`config.mk`:
```
export PLATFORM = sky130hd
export DESIGN_NAME = rmq_sqrt_cell
export DESIGN_NICKNAME = d
export VERILOG_FILES = /design/src/rtl/rmq_sqrt_cell.sv
export SDC_FILE = /design/constraint.sdc
export NUM_CORES = 1
export LEC_CHECK = 0
export BUFFER_PORTS_ARGS = -buffer_cell sky130_fd_sc_hd__buf_4
export CORE_AREA = 2 2 126 128
export CTS_CLUSTER_DIAMETER = 120
export DETAILED_ROUTE_END_ITERATION = 10
export DIE_AREA = 0 0 128 130
export MAX_ROUTING_LAYER = met4
export PLACE_DENSITY_LB_ADDON = 0.25
export RECOVER_POWER = 50
export SLEW_MARGIN = 20
export SYNTH_ARGS = -nofsm -noshare
export SYNTH_HDL_FRONTEND = slang
export SYNTH_SLANG_ARGS = --single-unit
```
`constraint.sdc`:
```
create_clock -name clk -period 4.1 [get_ports clk]
set_input_delay 0.41 -clock clk [delete_from_list [all_inputs] [get_ports clk]]
set_output_delay 0.41 -clock clk [all_outputs]
set_load 0.02 [all_outputs]
```
`src/rtl/rmq_sqrt_cell.sv`:
```
// rmq_sqrt_cell: one restoring square root step, two radicand bits per cycle while en is high
// depends on rmq_pkg only through the parent's widths
`timescale 1ns / 1ps
`default_nettype none
module rmq_sqrt_cell #(
  parameter int unsigned RW  = 40,
  parameter int unsigned NW  = 18,
  parameter int unsigned SW  = 20,
  parameter int unsigned CW  = 8
) (
  input  wire logic          clk,
  input  wire logic          rst,
  input  wire logic          en,
  input  wire logic          vld_in,
  input  wire logic [RW-1:0] rem_in,
  input  wire logic [RW-1:0] rad_in,
  input  wire logic [SW-1:0] root_in,
  input  wire logic [CW-1:0] ctl_in,
  input  wire logic [3*NW-1:0] num_in,
  output logic               vld,
  output logic [RW-1:0]      rem,
  output logic [RW-1:0]      rad,
  output logic [SW-1:0]      root,
  output logic [CW-1:0]      ctl,
  output logic [3*NW-1:0]    num
);

  logic [RW-1:0] acc;
  logic [RW-1:0] trial;
  logic          take;

  always_comb begin
    acc   = {rem_in[RW-3:0], rad_in[RW-1 -: 2]};
    trial = {root_in[SW-3:0], 2'b01};
    take  = (acc >= trial);
  end

  always_ff @(posedge clk) begin
    if (rst) begin
      vld <= 1'b0;
    end else if (en) begin
      vld <= vld_in;
    end
  end

  always_ff @(posedge clk) begin
    if (en) begin
      rem  <= take ? acc - trial : acc;
      rad  <= {rad_in[RW-3:0], 2'b00};
      root <= {root_in[SW-2:0], take};
      ctl  <= ctl_in;
      num  <= num_in;
    end
  end

endmodule
`default_nettype wire

```
# After elaboration in Yosys (flattened, before gate mapping)
# Index checks and enable logic that the tools add are counted.
# totals
rom_bits	0
output_inout_bits	163
elab_cells	9
n_memories	0
latchBits	0
register_bits	161
ram_bits	0
# op_classes
n_bitwise	0
n_eq_ne	0
n_mux	1
shifts	0
div_mod_pow	0
n_lt_le_gt_ge	1
n_addsub	1
mul	0
n_reduce_logical	0
# op_table
operator	count
greater-or-equal comparator 40 x 20 -> 1 bit	1
2-to-1 mux 40 bit	1
subtractor 40 x 20 -> 40 bit	1

# Depth between registers and ports, before layout
# logic_depth
depth_word	2
mapped_depth	12
depth_no_buf	10

# Least setup slack after synthesis
# Ideal clock, no wire load.
# synth_timing
path_type	input port to flip-flop
start	input root_in[0]
end	register rem[26] (data pin)
path_stages	10
arrival_ps	2409
setup_ps	276
setup_slack_ps	1415
required_ps	3824
n_path_buf	0
path_cell_list	inv_1 > ha_1 > nor2b_4 > o31a_1 > nor3_4 > o31ai_4 > a31oi_2 > o21ai_1 > a2111oi_1 > xor2_1
# synth_via
elab_chain_len	2
# synth_lines
element	line	text
from (decl)	17	input wire logic [SW-1:0] root_in,
subtractor 40 x 20 -> 40 bit / greater-or-equal comparator 40 x 20 -> 1 bit (equally long branches)	48, 35	
2-to-1 mux 40 bit *	48	rem <= take ? acc - trial : acc;
to (signal assigned)	48	
to (decl)	21	output logic [RW-1:0] rem,
# Mark *: on every way between the ends. The rest lies on a longest branch, timed or not.
# A chain may end at the register's enable or synchronous reset.

# Worst setup path in the final report
# layout_timing
start	input root_in[1]
end	register rem[27] (data pin)
# Same word-level chain as after synthesis.

==> impl_metrics.json <==
{
  "outcome": "finished, violations left",
  "violations": "capacitance limit, slew limit",
  "numCtsBuffers": 17,
  "min_period_over_period": 0.671,
  "ys.flop_type": "edfxtp_1",
  "power_leakage_uw": 0.00401,
  "core_area_mm2": 0.0154,
  "syn2layout_area_growth_pct": 46.1,
  "wirelength_mm": 17.1,
  "pin_count": 329,
  "grt_pass1_vias": 4585,
  "fp.dieH_um": 130,
  "fmax_ghz": 0.364,
  "viasPerCell": 4.94,
  "cts-resized-gates": 0,
  "crit_required_ns": 4.25,
  "finalNonFillerCells": 960,
  "vdd_ir_drop_max_mv": 0.244,
  "cp-start-kind": "input pin",
  "ctsHoldBuffers": 0,
  "synth_top_area_frac": 0.722,
  "setup_viol": 0,
  "end_kind": "flop",
  "max_slew.worst_pin.slew_ns": 2.42,
  "overflow": 0,
  "cts_buffer_depth": 2,
  "async_flop_share": 0,
  "synth_edf_count": 160,
  "antenna_cells": 0,
  "hold_viol": 0,
  "placed_cells": 928,
  "synth_top_cell_by_area": "edfxtp_1",
  "clock-root-buffer": "clkbuf_16",
  "fin_nets": 941,
  "max-cap-violations": 1,
  "critPathKind": "in2reg",
  "yosysSeqAreaShare": 0.725,
  "final_layout_size_suffix_gt1_frac": 0.443,
  "reg2regPathDepth": 2,
  "synth.avg_cell_area_um2": 15.9,
  "netlist_instances": 419,
  "max_slew_margin": -0.612,
  "synthTopCellsByCount": "160 x edfxtp_1, 27 x nand2_1, 21 x inv_1, 20 x ha_1",
  "ant_nets": 0,
  "globalplace.congestion": 0.828,
  "grt_max_degree": 99,
  "synth_cell_type_count": 60,
  "crit_path_max_fanout": 4,
  "post-cts-setup-buffer-count": 0,
  "die_w_um": 128,
  "drtIter0Drc": 207,
  "clock_skew_ns": 0,
  "ys_ff_latch": 161,
  "htreeDepth": 4,
  "rows": 46,
  "dr_total_vias": 4745,
  "power_density_mw_per_mm2": 443,
  "antenna_found_initial": 0,
  "worst_ep_arrival_time_ns": 2.90,
  "dr.pass1.iters": 4,
  "yosys-top-cells-area": "edfxtp_1 72%, ha_1 3.8%, xnor2_1 2.4%",
  "routedWlPerCell_um": 17.8,
  "grt_pass1_wl_mm": 24.3,
  "start_util": 0.432,
  "clock_latency_ns": 0.41,
  "drc_errors": 0,
  "port_buffers": 323,
  "fin_setup_tns_ns": 0,
  "drv_slew": 98,
  "cts_sinks": 161,
  "min_period_ns": 2.75,
  "dieArea_mm2": 0.0166,
  "dp_hpwl_mm": 13.1,
  "holdPathStages": 2,
  "track_usage": 0.200,
  "rsz0062_at_grt": "false",
  "cts_tree": "done",
  "syn_area_mm2": 0.00666,
  "path_clk_slew_ns": 0.06,
  "worstHoldPathType": "in2reg",
  "synth_warnings": 0,
  "yosysMostFrequentCell": "edfxtp_1"
}
==> flip-flops by register name, indices dropped and copies added, names as in the netlist <==
signal  count
num        54
rem        40
rad        38
root       20
ctl         8
vld         1
==> per-stage QoR <==
step                       util  total power [µW]  area (µm²)  hold WS, ns  setup slack (ns)
after floorplan               -              2440        6660        0.482              1.41
after global placement    0.603              2860        9300        0.483             0.970
after detailed placement  0.603              2870        9300        0.516             0.958
after CTS                 0.639              4380        9860        0.137              1.38
after global routing      0.631              4470        9730        0.143              1.13
final                     0.631              4310        9730        0.155              1.35
==> metal layers <==
layer,GRT usage,vias to the layer above,wire [µm]
met2,0.355,187,9170
li1,-,2271,-
met4,0.0621,0,248
met1,0.221,2264,6560
met3,0.0521,23,1110
met5,-,-,0
==> layout make-up <==
cell class,instances,area [µm²]
clock buffer,18,429
clock inverter,14,131
fill,1231,5690
inverter,21,78.8
multi-input combinational,229,1700
sequential,161,4820
tap,192,240
timing repair buffer,325,2330
==> critical path, cell delays in order <==
cell and delay (ns):
clkbuf_1 0.11, inv_1 0.05, ha_1 0.33, nand2_1 0.10, o31ai_1 0.55, o211ai_1 0.25
a31oi_1 0.45, a41o_1 0.25, or3_1 0.19, nor4_2 0.06, xor2_1 0.14
==> cell families after synthesis <==
group | after synthesis | share of synthesized area
other | 1 | 0.000563
adder cells (fa/ha/maj) | 20 | 0.0376
multiplexers | 2 | 0.00301
buffers and inverters | 30 | 0.0212
AND/OR/NAND/NOR | 93 | 0.0876
flip-flops | 161 | 0.725
AO/OA/AOI/OAI | 76 | 0.0782
XOR/XNOR | 36 | 0.0474
==> cells in the final DEF, fill, tap and decap left out, drive strengths merged, types with 3 or more instances in the layout <==
master    count
a211oi        4
a21o         10
a21oi        15
a31oi         3
buf         180
clkbuf      163
clkinv        6
clkinvlp      3
edfxtp      160
ha           20
inv          25
nand2        27
nand2b        7
nand3        10
nor2         11
nor2b         3
nor3         11
nor4          9
o21a          3
o21ai        26
o31ai         3
or4           3
xnor2        18
xor2         18
==> power by group <==
| group | leakage, µW | switching (µW) | internal, µW |
|---|---|---|---|
| logic | 0.00217 | 443 | 338 |
| clock network | 0.000266 | 662 | 845 |
| registers | 0.00157 | 40.9 | 1990 |
| total | 0.00401 | 1150 | 3170 |
==> path summary, 6_finish.rpt <==
| check | startpoint | to | slack (ns) |
|---|---|---|---|
| worst max-delay path | root_in[1] | rem[27]$_DFFE_PP_ | 1.35 |
| worst min-delay path | rst | vld$_SDFFE_PP0P_ | 0.15 |
| worst max register to register | vld$_SDFFE_PP0P_ | vld$_SDFFE_PP0P_ | 3.46 |
| worst min register to register | vld$_SDFFE_PP0P_ | vld$_SDFFE_PP0P_ | 0.53 |
No activity file was read; power rests on OpenSTA's default activity.
