<file path="config.mk">
export PLATFORM = sky130hd
export DESIGN_NAME = rmq_div_cell
export DESIGN_NICKNAME = d
export VERILOG_FILES = /design/src/rtl/rmq_div_cell.sv
export SDC_FILE = /design/constraint.sdc
export NUM_CORES = 1
export LEC_CHECK = 0
export BUFFER_PORTS_ARGS = -buffer_cell sky130_fd_sc_hd__buf_2
export CORE_AREA = 2 2 159 161
export CTS_BUF_LIST = sky130_fd_sc_hd__clkbuf_8 sky130_fd_sc_hd__clkbuf_16
export CTS_CLUSTER_SIZE = 30
export DETAILED_ROUTE_END_ITERATION = 12
export DIE_AREA = 0 0 161 163
export MAX_ROUTING_LAYER = met4
export PLACE_DENSITY = 0.72
export SLEW_MARGIN = 20
export SYNTH_ARGS = -nofsm -noshare
export SYNTH_HDL_FRONTEND = slang
export SYNTH_SLANG_ARGS = --single-unit
</file>
<file path="constraint.sdc">
create_clock -name clk -period 3.5 [get_ports clk]
set_input_delay 0.525 -clock clk [delete_from_list [all_inputs] [get_ports clk]]
set_output_delay 0.525 -clock clk [all_outputs]
set_load 0.03 [all_outputs]
</file>
<file path="src/rtl/rmq_div_cell.sv">
// rmq_div_cell: one restoring division step for three numerators sharing a divisor
// depends on no package; widths come from the parent's parameters
`timescale 1ns / 1ps
`default_nettype none
module rmq_div_cell #(
  parameter int unsigned QW = 18,
  parameter int unsigned DW = 21,
  parameter int unsigned NW = 40,
  parameter int unsigned CW = 8
) (
  input  wire logic            clk,
  input  wire logic            rst,
  input  wire logic            en,
  input  wire logic            vld_in,
  input  wire logic [DW-1:0]   dvs_in,
  input  wire logic [3*NW-1:0] rem_in,
  input  wire logic [3*QW-1:0] quo_in,
  input  wire logic [CW-1:0]   ctl_in,
  output logic                 vld,
  output logic [DW-1:0]        dvs,
  output logic [3*NW-1:0]      rem,
  output logic [3*QW-1:0]      quo,
  output logic [CW-1:0]        ctl
);

  // rem holds {partial remainder, remaining dividend bits}
  logic [3*NW-1:0] rem_nx;
  logic [3*QW-1:0] quo_nx;

  always_comb begin
    logic [NW-1:0] sh;
    logic [DW:0]   top;
    for (int i = 0; i < 3; i++) begin
      sh  = {rem_in[i*NW +: NW-1], 1'b0};
      top = {1'b0, sh[NW-1 -: DW]};
      if (top >= {1'b0, dvs_in}) begin
        rem_nx[i*NW +: NW] = {top[DW-1:0] - dvs_in, sh[NW-DW-1:0]};
        quo_nx[i*QW +: QW] = {quo_in[i*QW +: QW-1], 1'b1};
      end else begin
        rem_nx[i*NW +: NW] = sh;
        quo_nx[i*QW +: QW] = {quo_in[i*QW +: QW-1], 1'b0};
      end
    end
  end

  always_ff @(posedge clk) begin
    if (rst) begin
      vld <= 1'b0;
    end else if (en) begin
      vld <= vld_in;
    end
  end

  always_ff @(posedge clk) begin
    if (en) begin
      dvs <= dvs_in;
      rem <= rem_nx;
      quo <= quo_nx;
      ctl <= ctl_in;
    end
  end

endmodule
`default_nettype wire
</file>
### Word-level counts from Yosys, hierarchy flattened

Index checks and enable logic that the tools add are counted.

* bits in registers: 204
* bits of input ports: 207

* add/subtract/negate cells: 3
* order comparisons: 3
* multiplexer cells: 6

Operators by type and width (number)
* $mux W40: 3
* $ge A21 B21 Y1: 3
* $sub A21 B21 Y21: 3
* $mux W1: 3

### Logic depth before layout (Yosys ltp)

Gate-level depths: netlist of the first run.

* word-level depth: 2
* mapped depth: 12

### Worst setup path after synthesis of the first run

No wires, ideal clock.

* path type: input to register
* from: in dvs_in[8]
* to: reg rem[64], data pin
* library setup time: 267 ps
* arrival time: 2584 ps
* slack: 649 ps
* stages: 10
* path buffers: 1
* cell sequence: inv_1 -> ha_1 -> a21oi_1 -> o21ai_1 -> a221o_1 -> a31o_1 -> a22o_1 -> a311oi_4 -> buf_6 -> o31ai_1

* word-level cells in the longest chain between the ends: 2

Ends and longest elaborated chain
* start, declared: RTL line 15 `input wire logic [DW-1:0] dvs_in,`
* $ge A21 B21 Y1: RTL line 36 `if (top >= {1'b0, dvs_in}) begin`
* $mux W40: RTL line 36
* net rem_nx[64]: RTL line 27 `logic [3*NW-1:0] rem_nx;`
* end signal, assigned: RTL line 57 `rem <= rem_nx;`
* end, declared: RTL line 21 `output logic [3*NW-1:0] rem,`

The timed path passes the listed nets, and every way through them passes these cells.
A chain may end at the register's enable or synchronous reset.

### Worst setup path in the final report of the first run

* from: in dvs_in[1]
* to: reg rem[102], data pin

* word-level cells in the longest chain between the ends: 2

Ends and longest elaborated chain (RTL line)
* $sub A21 B21 Y21 / $ge A21 B21 Y1 (equally long branches): 37, 36
* $mux W40 *: 36
* net rem_nx[102]: 27

Mark *: on every way through the listed nets, which the timed path passes. The rest lies on a longest branch.

==> results of run 1 <==
-- routing by layer --
metal | global-route usage [%] | up-vias | share of wire (%)
li1 | - | 3826 | -
met1 | 24.3 | 3722 | 38
met2 | 37.5 | 311 | 50
met3 | 5.25 | 62 | 7.5
met4 | 9.33 | 0 | 3.8
met5 | - | - | 0
-- worst reg2reg max path: stages, from the launching register on --
cell and delay (ns):
dfxtp_1 0.31, mux2i_1 0.12, nor2_1 0.06
-- area by class of cell --
class	count	area (um2)
timing repair buffer	439	2350
multi-input combinational	515	3720
inverter	34	128
fill	2152	11300
antenna	12	30.0
sequential	201	6030
clock inverter	16	140
clock buffer	23	576
tap	330	413
-- worst paths after layout --
path	from	end	slack, ns
min reg2reg	vld	vld	0.50
max	dvs_in[1]	rem[102]	0.62
min	rst	vld	0.18
max reg2reg	vld	vld	2.91
-- state kept, by name (all words and copies together) (netlist names) --
signal and count:
quo 54, rem 117, ctl 8, dvs 21, vld 1
-- per-stage QoR --
step / utilization, % / setup WS (ns)
after floorplan: - / 0.649
after detailed placement: 51.2 / -0.137
after global placement: 51.2 / -0.0847
after CTS: 54.1 / 0.383
after global routing: 54.2 / 0.458
final: 54.2 / 0.624
-- where the power goes --
part	switching, mW	internal, mW
combinational	1.17	0.615
clock	0.964	1.34
sequential	0.0591	2.94
-- kinds of logic (layout without fill, tap and decap cells) --
family,count (synthesis),in the layout,synth area share [%]
muxes,21,21,2.33
buffers and inverters,53,512,2.48
xor gates and xnor gates,43,43,3.77
DFF,201,201,60.4
AOI/OAI and AO/OA,223,223,14.9
other,1,15,0.0376
and+or+nand+nor,159,159,7.55
adders and majority gates,66,66,8.50
-- cells in the mapped netlist, drive strengths merged, types with 5 or more instances --
cell type and number:
a21o 32, nor2b 6, a21oi 50, o21a 8, xor2 20, and3 6, ha 63, inv 34
nand4 7, edfxtp 200, nand3 10, a211oi 5, a31oi 7, nand2b 6, mux2 18, nand2 76
nor2 28, nor3 7, buf 13, o31ai 9, xnor2 23, a311oi 5, o21bai 6, clkbuf 6
o21ai 71
==> out/qor.txt, run 1 <==
Most used DFF post-synth: edfxtp_1
Buf/Inv on CP: 4
Min cycle time layout: 2.88 ns
Clock-pin transition on the worst setup and hold timing paths: 0.06 ns
Actual slew at the worst max-slew pin: 0.643 ns
Fin. max-slew vios: 0
Nets@finish: 1,487
DR vias/cell: 5.05
Post-detail-place hpwl: 23,300 um
CP Launch Type: input port
Distinct cell type count after synthesis: 63
Fin crit share: 82.2%
Tot Pwr: 7.09 mW
IO buf count: 401
Synth top area share: 60.2%
Yosys warns: 0
Bufs on Longest Clock Path: 3
CP Depth: 13
Clock root buffer: clkbuf_16
DR WL/cell: 18.6 um
Max IR drop VDD: 0.326 mV
Placed cell area: 12,600 um2
Pwr dens: 530 nW/um2
Vias in the first global route: 7,786
Cts hold-fix bufs: 0
Post-Synthesis Cells: 767
Status: finished, final reports clean
Initial Util: 40.4%
Row count: 58
Core area: 24,700 um2
Worst Setup End Kind: flip-flop
Critical Path Fanout Max: 28
DRT Pass-1 Iters: 5
First-pass GRT wire length: 42,700 um
Die Height: 163 um
Total vias in the final route: 7,921
Mean Syn Cell Area: 13.0 um2
Worst endpoint required time: 3.75 ns
Cell taking the most area after synthesis: edfxtp_1
Worst hold stages: 2
CTS H-tree depth: 1
Most common cell after layout, fill and taps aside: buf_2
Synth async-reset ratio: 0%
Initial antenna violation count: 11
Placed cell count: 1,519
Hold Path Class: in -> reg
GRT Residual Overflow: 0
Max cap viols: 0
Antenna-violating nets left: 0
Final cell area excluding filler cells: 13,400 um2
Reg2reg path depth: 2
DIE AREA: 26,200 um2
Setup bufs post-CTS: 0
Largest cells by area after synthesis: edfxtp_1 (60%), ha_1 (7.9%), nand2_1 (2.5%), a21oi_1 (2.5%), a21o_1 (2.4%)
Hold WS: 0.179 ns
Placer Congestion: 0.925
Max stage delay on crit path: 0.37 ns
Post-Synthesis Cell Area: 9980 um2
CTS sink cnt: 201
Flops & latches, synth: 201
Share of layout cells above drive strength 1: 41.2%
Cts repair resizes: 0
Violation count after the first detailed-route iteration: 518
Fin cells: 1,570
Clock Latency Late Sink: 0.50 ns
DRC Markers: 0
Largest net degree at the start of global routing: 80
CP Cell Sequence: buf_2 > inv_1 > buf_4 > ha_1 > nor2b_1 > o31a_1 > or3_1 > a41oi_2 > o21ai_1 > o221ai_2 > buf_12 > a211oi_1 > a21o_1
Fin Setup TNS: 0 ns
Gr usage total: 21.8%
Final hold vios: 0
Most frequent cells in the layout: buf_2 (400), edfxtp_1 (200), nand2_1 (66)
Ports: 411
Leak Pwr: 5.98 nW
# setup viols final: 0
TritonCTS Buffers: 23
Layout area overhead: 34.1%
Critical path's slowest cell: or3_1
F_max: 0.348 GHz
TritonCTS clock tree: yes
Rel. slew slack: 57.0%
Die Wd: 161 um
CP Class: in -> reg
Post-synth EDFFs: 200
Final Skew: 0 ns
Delay-heaviest family, CP: compound AO/OA/AOI/OAI gates
Sequential share of the synthesized area: 60.4%
Final WL: 29,300 um
CP arrival: 3.13 ns
RSZ-0062 raised after global routing: false
(Power assumes the default switching activity.)
==> run 2: changes to the inputs <==
Settings changed: PLACE_DENSITY 0.72 to 0.75.
Clock period 3.5 ns to 2.5 ns, I/O delays scaled along.
==> run 2 against run 1 <==
Against the previous run: critical path depth down 1; cell area is 12% higher; core utilization is 6.6 points higher; critical endpoint is now rem[76]; critical path type unchanged; largest cell class unchanged.
==> out/qor.txt, run 2 (synthesis results as in run 1) <==
Nets@finish: 1,659 (+12%)
Final Util: 60.8% (+6.6 points)
Status: finished, final reports clean
Die Wd: 161 um (unchanged)
CTS H-tree depth: 1 (unchanged)
F_max: 0.406 GHz
Most common cell after layout, fill and taps aside: buf_2
Antenna-violating nets left: 0 (unchanged)
CP arrival: 2.70 ns (-0.43 ns)
# setup viols final: 0 (unchanged)
Max IR drop VDD: 0.554 mV (+70%)
Total vias in the final route: 8,656 (+9.3%)
Met1 usage: 25.3% (+0.92 points)
Worst Setup End Kind: flip-flop
Worst endpoint required time: 2.74 ns (-1.01 ns)
Fin cells: 1,743 (+11%)
Vias in the first global route: 8,666 (+11%)
Final hold vios: 0 (unchanged)
Post-detail-place hpwl: 24,700 um (+6.1%)
Critical path's slowest cell: a311oi_4
Core area: 24,700 um2 (unchanged)
Max stage delay on crit path: 0.38 ns (about the same)
IO buf count: 401 (unchanged)
Met2 Resource Use GR: 40.5% (+3.0 points)
Reg2reg path depth: 2 (unchanged)
DR WL/cell: 18.0 um (-3.3%)
Placed cell count: 1,684 (+11%)
Hold Path Class: in -> reg
Max cap viols: 0 (unchanged)
WHS Endpoint: rem[86]
Reg2reg setup slack: 1.91 ns (-1.00 ns)
Busiest grt layer: met2
R2R Path Start: vld
Clock Latency Late Sink: 0.52 ns (+0.02 ns)
DR vias/cell: 4.97 (-1.6%)
Rel. slew slack: 60.0% (+3.0 points)
Terminus of the critical flop-to-flop path: vld
Placer Congestion: 0.961 (+3.9%)
M3 GR Usage: 4.46% (-0.79 points)
Register area: 6030 um2 (unchanged)
Share of layout cells above drive strength 1: 50.5% (+9.3 points)
Final WL: 31,400 um (+7.4%)
TritonCTS clock tree: yes
DIE AREA: 26,200 um2 (unchanged)
CP Launch Type: input port
Pwr dens: 686 nW/um2 (+30%)
Ports: 411 (unchanged)
RSZ-0062 raised after global routing: true
Initial antenna violation count: 11 (unchanged)
Hold path start: rem_in[85]
Pre-CTS setup slack: -0.506 ns (-0.369 ns)
Bufs on Longest Clock Path: 3 (unchanged)
Fin crit share: 98.5%
TritonCTS Buffers: 22 (-4.3%)
Max FFs per register: 117 (unchanged)
CP Class: in -> reg
Delay-heaviest family, CP: compound AO/OA/AOI/OAI gates
Largest net degree at the start of global routing: 69 (-14%)
Leak Pwr: 6.85 nW (+15%)
Critical Path Fanout Max: 6 (-79%)
Most flops, register: rem
Layout area overhead: 50.3%
Row count: 58 (unchanged)
Violation count after the first detailed-route iteration: 553 (+6.8%)
Area of the multi-input gates: 3950 um2 (+6.1%)
Fin. max-slew vios: 0 (unchanged)
Initial Util: 40.4% (unchanged)
CTS sink cnt: 201 (unchanged)
First-pass GRT wire length: 45,800 um (+7.1%)
GRT Residual Overflow: 0 (unchanged)
Final Skew: 0 ns (unchanged)
Post-route setup slack: 0.0367 ns (-0.587 ns)
Die Height: 163 um (unchanged)
Placed cell area: 14,000 um2 (+11%)
CP Cell Sequence: buf_2 > clkinvlp_4 > ha_4 > a21oi_1 > o21ai_2 > a221o_1 > a31o_1 > a22o_1 > a311oi_4 > buf_12 > buf_4 > o31ai_1
DRT Pass-1 Iters: 5 (unchanged)
Largest registers: rem (117), quo (54), dvs (21)
Final cell area excluding filler cells: 15,000 um2 (+12%)
Most frequent cells in the layout: buf_2 (399), edfxtp_1 (200), buf_4 (198)
Buf/Inv on CP: 4 (unchanged)
Clock-pin transition on the worst setup and hold timing paths: 0.06 ns (about the same)
Gr usage total: 23.0% (+1.2 points)
Clock root buffer: clkbuf_16
Worst hold stages: 1 (-1)
Min cycle time layout: 2.46 ns
DRC Markers: 0 (unchanged)
# fillers: 1,978 (-8.1%)
Actual slew at the worst max-slew pin: 0.600 ns (-0.0431 ns)
==> run 2: through the flow <==
step                TNS (ns)  hold WS (ns)  total power [mW]
floorplan              -5.10         0.447              5.93
global placement      -24.20         0.473              7.09
detailed placement    -26.97         0.520              7.15
CTS                        0       0.00593              10.3
global route           -1.06       0.00268              10.7
finish                     0        0.0221              10.3
==> run 2: what timing repair did <==
action | in CTS | in global routing
buffers inserted | 0 | 5
hold endpoints to repair | 1 | 0
hold buffers | 1 | 0
setup endpoints to repair | 0 | 41
resized for setup | 0 | 21
==> run 2: worst max path at each step <==
stage	start	to	slack, ns	cells after the start
2_1_floorplan	dvs_in[8]	rem[21]	-0.15	10
3_3_place_gp	dvs_in[6]	rem[63]	-0.43	12
3_5_place_dp	dvs_in[6]	rem[37]	-0.51	12
4_1_cts	dvs_in[6]	rem[30]	0.03	12
5_1_grt	dvs_in[6]	rem[64]	-0.06	13
6_report	dvs_in[6]	rem[76]	0.04	12
==> run 2: cell type report <==
| class | count | area share, % |
|---|---|---|
| Sequential cell | 201 | 40.2 |
| Multi-Input combinational cell | 515 | 26.3 |
| Timing Repair Buffer | 612 | 25.0 |
| Clock buffer | 23 | 3.76 |
| Tap cell | 330 | 2.75 |
| Inverter | 34 | 0.926 |
| Clock inverter | 17 | 0.893 |
| Antenna cell | 11 | 0.184 |
==> run 2: metal layers <==
layer	vias to the layer above	part of all wire, %
met3	65	6.7
met5	-	0
met2	353	51
met4	0	4.2
li1	4184	-
met1	4054	38
==> run 2: power by group <==
group | internal [mW] | total [mW] | switching [mW]
Clock | 1.75 | 3.12 | 1.36
Sequential | 4.11 | 4.21 | 0.0933
Combinational | 1.20 | 2.97 | 1.77
Total | 7.07 | 10.3 | 3.23
==> run 3: changes to the inputs <==
Settings changed: PLACE_DENSITY 0.75 to 0.72.
Clock period 2.5 ns to 2.3 ns, I/O delays scaled along.
==> run 3 against run 2 <==
Against the previous run: combinational power increased by 24%; cell area increased by 10%; global-route usage increased by 2.5 points; sequential power increased by 8.8%; setup slack got worse by 0.088 ns; routed wire length increased by 12%; highest routed layer unchanged; the run now ends with negative setup slack left.
==> out/qor.txt, run 3 (synthesis results as in run 1) <==
Bufs on Longest Clock Path: 3 (unchanged)
Final hold vios: 0 (unchanged)
Max cap viols: 0 (unchanged)
Pwr dens: 732 nW/um2 (+6.7%)
CP Launch Type: input port
Initial antenna violation count: 8 (-3)
Initial Util: 40.4% (unchanged)
Max IR drop VDD: 0.530 mV (-4.4%)
Total vias in the final route: 9,207 (+6.4%)
Antenna-violating nets left: 0 (unchanged)
Worst endpoint required time: 2.56 ns (-0.18 ns)
Ports: 411 (unchanged)
DR vias/cell: 5.02 (+1.1%)
# fillers: 1,811 (-8.4%)
Largest registers: rem (117), quo (54), dvs (21)
Reg2reg setup slack: 1.71 ns (-0.20 ns)
Post-detail-place hpwl: 24,800 um (+0.21%)
Clock root buffer: clkbuf_16
Die Height: 163 um (unchanged)
RSZ-0062 raised after global routing: true
Clock Latency Late Sink: 0.51 ns (about the same)
Placer Congestion: 0.944 (-1.8%)
Most flops, register: rem
Fin Setup TNS: -0.134 ns (-0.134 ns)
Final Skew: 0 ns (unchanged)
Largest net degree at the start of global routing: 64 (-7.2%)
Most frequent cells in the layout: buf_2 (395), edfxtp_1 (200), buf_4 (200)
Most common cell after layout, fill and taps aside: buf_2
CP Class: in -> reg
CP arrival: 2.61 ns (-0.09 ns)
DR WL/cell: 19.2 um (+6.4%)
Failing checks: negative setup slack
First-pass GRT wire length: 50,200 um (+9.7%)
Post-route setup slack: -0.0516 ns (-0.0884 ns)
Status: complete, but fails checks
Hold Path Class: in -> reg
Vias in the first global route: 9,270 (+7.0%)
TritonCTS Buffers: 22 (unchanged)
Row count: 58 (unchanged)
Final WL: 35,200 um (+12%)
Core area: 24,700 um2 (unchanged)
Pre-CTS setup slack: -0.783 ns (-0.277 ns)
Fin crit share: 102%
IO buf count: 401 (unchanged)
Max FFs per register: 117 (unchanged)
TritonCTS clock tree: yes
Placed cell count: 1,688 (+0.24%)
F_max: 0.425 GHz
Leak Pwr: 7.46 nW (+8.9%)
Critical Path Fanout Max: 4 (-2)
CTS H-tree depth: 1 (unchanged)
Die Wd: 161 um (unchanged)
Clock-pin transition on the worst setup and hold timing paths: 0.06 ns (about the same)
Violation count after the first detailed-route iteration: 563 (+1.8%)
GRT Residual Overflow: 0 (unchanged)
Share of layout cells above drive strength 1: 53.4% (+2.9 points)
Worst Setup End Kind: flip-flop
DRC Markers: 0 (unchanged)
DIE AREA: 26,200 um2 (unchanged)
DRT Pass-1 Iters: 5 (unchanged)
Nets@finish: 1,752 (+5.6%)
# setup viols final: 11 (+11)
Fin. max-slew vios: 0 (unchanged)
Gr usage total: 25.5% (+2.5 points)
Min cycle time layout: 2.35 ns
Fin cells: 1,833 (+5.2%)
CTS sink cnt: 201 (unchanged)
Layout area overhead: 65.8%
-- run 3: through the flow --
| step | utilization, % | power [mW] | area, um2 | hold WS (ns) |
|---|---|---|---|---|
| after CTS | 65.6 | 12.0 | 16200 | 0.000281 |
| after global routing | 67.1 | 12.6 | 16500 | -0.00199 |
| after floorplan | - | 6.46 | 10200 | 0.417 |
| after global placement | 57.2 | 7.74 | 14100 | 0.479 |
| final | 67.1 | 12.1 | 16500 | 0.0107 |
| after detailed placement | 57.2 | 7.79 | 14100 | 0.512 |
-- run 3: path summary, 6_finish.rpt --
kind	end	start	cells past startpoint
worst max-delay path	rem[39]	rem_in[18]	12
worst min-delay path	quo[47]	quo_in[46]	1
worst max register to register	vld	vld	2
worst min register to register	vld	vld	2
-- run 3: area by class of cell --
| class | count | area, um2 | share of cell area, % |
|---|---|---|---|
| timing repair buffer | 705 | 4770 | 28.8 |
| tap | 330 | 413 | 2.50 |
| multi-input combinational | 515 | 4380 | 26.5 |
| clock buffer | 23 | 576 | 3.48 |
| clock inverter | 17 | 213 | 1.29 |
| antenna | 8 | 20.0 | 0.121 |
| sequential | 201 | 6030 | 36.4 |
| inverter | 34 | 154 | 0.930 |
-- run 3: routing by layer --
| layer | global-route usage (%) | wire, um | vias to the layer above |
|---|---|---|---|
| li1 | - | - | 4357 |
| met4 | 10.8 | 1630 | 0 |
| met5 | - | 0 | - |
| met2 | 45.9 | 18200 | 360 |
| met1 | 27.7 | 13200 | 4402 |
| met3 | 4.74 | 2120 | 88 |
-- run 3: where the power goes --
group | total (mW) | switching [mW] | internal [mW]
sequential | 4.58 | 0.108 | 4.47
clock | 3.87 | 1.49 | 2.37
combinational | 3.67 | 2.09 | 1.58
-- run 3: timing repair --
item / CTS / global route
cloned: 4 / 1
pin swaps: 26 / 29
endpoints found under the setup margin: 43 / 63
hold endpoints to repair: 69 / 7
hold buffers: 69 / 6
buffers inserted: 21 / 0
gates resized for setup: 63 / 72
-- run 3: critical path, cell delays in order --
cell and delay [ns]:
buf_2 0.09, inv_2 0.05, ha_4 0.16, fa_2 0.38, nor2b_2 0.14, o31a_1 0.22, o31ai_4 0.09, a211o_1 0.35
a21oi_4 0.24, a41oi_2 0.15, xnor2_1 0.15, mux2_4 0.26
